[src/hdl/mfa_ram.sv]
module mfa_ram #(
  parameter int WIDTH = 8,
  parameter int DEPTH = 16
) (
  input  logic                     clk,
  input  logic                     we,
  input  logic [$clog2(DEPTH)-1:0] waddr,
  input  logic [WIDTH-1:0]         wdata,
  input  logic [$clog2(DEPTH)-1:0] raddr,
  output logic [WIDTH-1:0]         rdata
);

  logic [WIDTH-1:0] mem [DEPTH];

  always_ff @(posedge clk) begin
    if (we) begin
      mem[waddr] <= wdata;
    end
    rdata <= mem[raddr];
  end

endmodule

[config.mk]
export PLATFORM = sky130hd
export DESIGN_NAME = mfa_ram
export DESIGN_NICKNAME = d
export VERILOG_FILES = /design/src/hdl/mfa_ram.sv
export SDC_FILE = /design/constraint.sdc
export NUM_CORES = 1
export LEC_CHECK = 0
export BUFFER_PORTS_ARGS = -buffer_cell sky130_fd_sc_hd__buf_2
export CORE_UTILIZATION = 54
export DETAILED_ROUTE_END_ITERATION = 6
export PLACE_DENSITY = 0.71
export RECOVER_POWER = 100
export SYNTH_ARGS = -nofsm -noshare
export SYNTH_HDL_FRONTEND = slang
export SYNTH_SLANG_ARGS = --single-unit
[constraint.sdc]
create_clock -name clk -period 1.8 [get_ports clk]
set_input_delay 0.36 -clock clk [delete_from_list [all_inputs] [get_ports clk]]
set_output_delay 0.36 -clock clk [all_outputs]
set_load 0.005 [all_outputs]
==> metrics.md <==
| Metric | Value |
|---|---|
| Post-layout power | `7.48 mW` |
| First-pass GRT wire length | `14800 um` |
| Vias | `2522` |
| M2 GR Usage | `35.8%` |
| Post-Route WL | `10100 um` |
| Layout area overhead | `18.6%` |
| Unrepaired setup endpoints after global routing | `no` |
| Synth cell types | `19` |
| Worst-path maximum fanout | `8` |
| Mapped Avg Cell Area | `22.5 um^2` |
| Count leader, synth | `edfxtp_1` |
| Detail Route Antenna Nets | `0` |
| Num Clock Sinks | `136` |
| DPL Wire Length | `6090 um` |
| Routed vias/inst | `5.85` |
| Number of global-route vias before repair | `2580` |
| GR Util met3 | `6.39%` |
| Grt total ovfl | `0` |
| Final cell count without fillers | `431` |
| Die width | `99.6 um` |
| CTS tree | `yes` |
| Post-DR wirelength/cell | `23.4 um` |
| Gr busiest metal | `met2` |
| Syn Inst Count | `229` |
| DR pass1 iterations | `5` |
| Setup Skew | `7.08 ps` |
| Post-CTS Hold Fix Bufs | `0` |
| Pins Over Slew Limit | `0` |
| # H-tree levels | `4` |
| Top cell type's share of synthesized area | `74.7%` |
| #FFs+latches synth | `136` |
| Worst Max-Slew Pin Slew | `700 ps` |
| Synth area leader | `edfxtp_1` |
| Post-synthesis sequential area ratio | `77.8%` |
| Top FF cell, synth | `edfxtp_1` |
| Period utilization | `88.1%` |
| Largest net degree at the start of global routing | `17` |
| Number of synthesis warnings | `0` |
| Root Buffer | `clkbuf_8` |
| Clock buffer depth | `2` |
| Fmax | `630 MHz` |
| CP endpoint kind | `flop` |
| Fillers | `606` |
| Final setup fails | `0` |
| Worst Hold Class | `in2reg` |
| Drt first-iter violations | `230` |
| Synth Net Count | `247` |
| Clk slew on worst S/H paths | `60 ps` |
| Place WS | `84.2 ps` |
| Initial antenna violation count | `0` |
| Number of flops mapped to enable cells by yosys | `128` |
| Post-CTS setup buffer count | `0` |
| Clock latency on the worst-skew pair | `510 ps` |
| Layout cells sized above 1 | `20.5%` |
| Final instance area | `6110 um^2` |
| WS Path Type | `in2reg` |
| Worst Path Required | `1940 ps` |
| Leakage | `2.02 nW` |
| Die Area | `9930 um^2` |
| Mapped Area | `5150 um^2` |
| # rows | `35` |
| Relative slew margins | `53.3%` |
| Dominant cells by area after synthesis | `edfxtp_1 (75%), mux4_2 (7.9%), mux4_1 (7.1%), dfxtp_1 (3.1%), a22oi_1 (2.3%)` |
| Met1 Use GR | `28.0%` |
| Initial cell density of the core | `55.7%` |
| Most frequent cells after synthesis | `edfxtp_1 (128), mux4_2 (18), a22oi_1 (16)` |
| Post_cts resized | `0` |
| Hold path cells | `1` |
| Max-Cap Viols | `0` |
| I/O Buffers | `25` |
| Core ar. | `9240 um^2` |
| Pwr dens | `1230 nW/um^2` |
| ANT cells | `0` |
| Max VDD drop | `0.639 mV` |
| Fin Setup TNS | `0 ps` |
| Num CTS Buffers | `17` |
| DRC errors left | `0` |
| Final min period | `1590 ps` |
| Final #Nets | `307` |
| WP data arrival | `1730 ps` |
| Routability Congestion | `0.727` |
| GRT Util Overall | `22.5%` |
| Async set-reset flop share out of synthesis | `0%` |
| Die Ht | `99.6 um` |
| Top Ports | `26` |
| CP Launch Type | `input port` |
| Placed cells | `399` |
| R2R cell count | `3` |
| Hold Vio Cnt, Final | `0` |
| Placed cell area | `5570 um^2` |
| Worst Slack Setup Final | `214 ps` |
| Outcome | `complete, no violations` |
-- logic make-up (layout without fill, tap and decap cells) --
group | count (synthesis) | count (layout) | share of synthesized area [%]
buffers and inverters | 10 | 83 | 1.68
and+or+nand+nor | 35 | 35 | 3.18
AOI/OAI and AO/OA | 16 | 16 | 2.33
DFF | 136 | 136 | 77.8
muxes | 32 | 32 | 15.0
-- area by class of cell --
cell class              instances  area [um^2]  area share, %
multi-input cells              83         1060           17.3
clock buffers                  18          418           6.84
clock inverters                14          204           3.34
well taps                     129          161           2.64
repair buffers                 51          262           4.28
flip-flops and latches        136         4000           65.6
-- power breakdown --
part	switching, mW	internal, mW
sequential	0.0257	3.54
combinational	0.180	0.138
clock	1.22	2.37
-- registers in the layout, indices dropped and copies added (netlist names) --
signal	cells
mem	128
rdata	8
-- placed cells by master, fill, tap and decap left out, types with 2 or more instances in the layout --
master and n:
a22oi_1 16, nor3_1 4, mux4_1 14, nand2b_1 2, nand2_1 9, bufinv_16 5, nand3b_1 2, buf_4 8
mux4_2 18, dfxtp_1 8, clkinv_4 2, edfxtp_1 128, buf_12 2, buf_2 6, nor2_1 13, clkbuf_1 36
clkinv_1 4, clkbuf_16 16
-- critical path, cell delays in order --
cell and delay (ps):
clkbuf_1 150, or3b_2 510, nor3_1 160, clkbuf_1 540
-- layer usage --
layer | part of all wire, % | vias to the layer above
met1 | 41 | 1298
met4 | 3.3 | 0
li1 | - | 1094
met5 | 0 | -
met2 | 50 | 102
met3 | 6.1 | 28
-- stage by stage --
stage,util (%),hold WS (ps)
6_report,66.1,343
5_1_grt,66.1,364
4_1_cts,67.0,208
3_5_place_dp,60.3,659
3_3_place_gp,60.3,648
2_1_floorplan,-,459
-- worst paths after layout --
kind              from   endpoint  slack, ps
max reg2reg  mem[1][7]   rdata[7]        410
max                 we  mem[0][5]        210
min           wdata[2]  mem[7][2]        340
min reg2reg  mem[5][3]   rdata[3]        670
No activity file was read; power rests on OpenSTA's default activity.
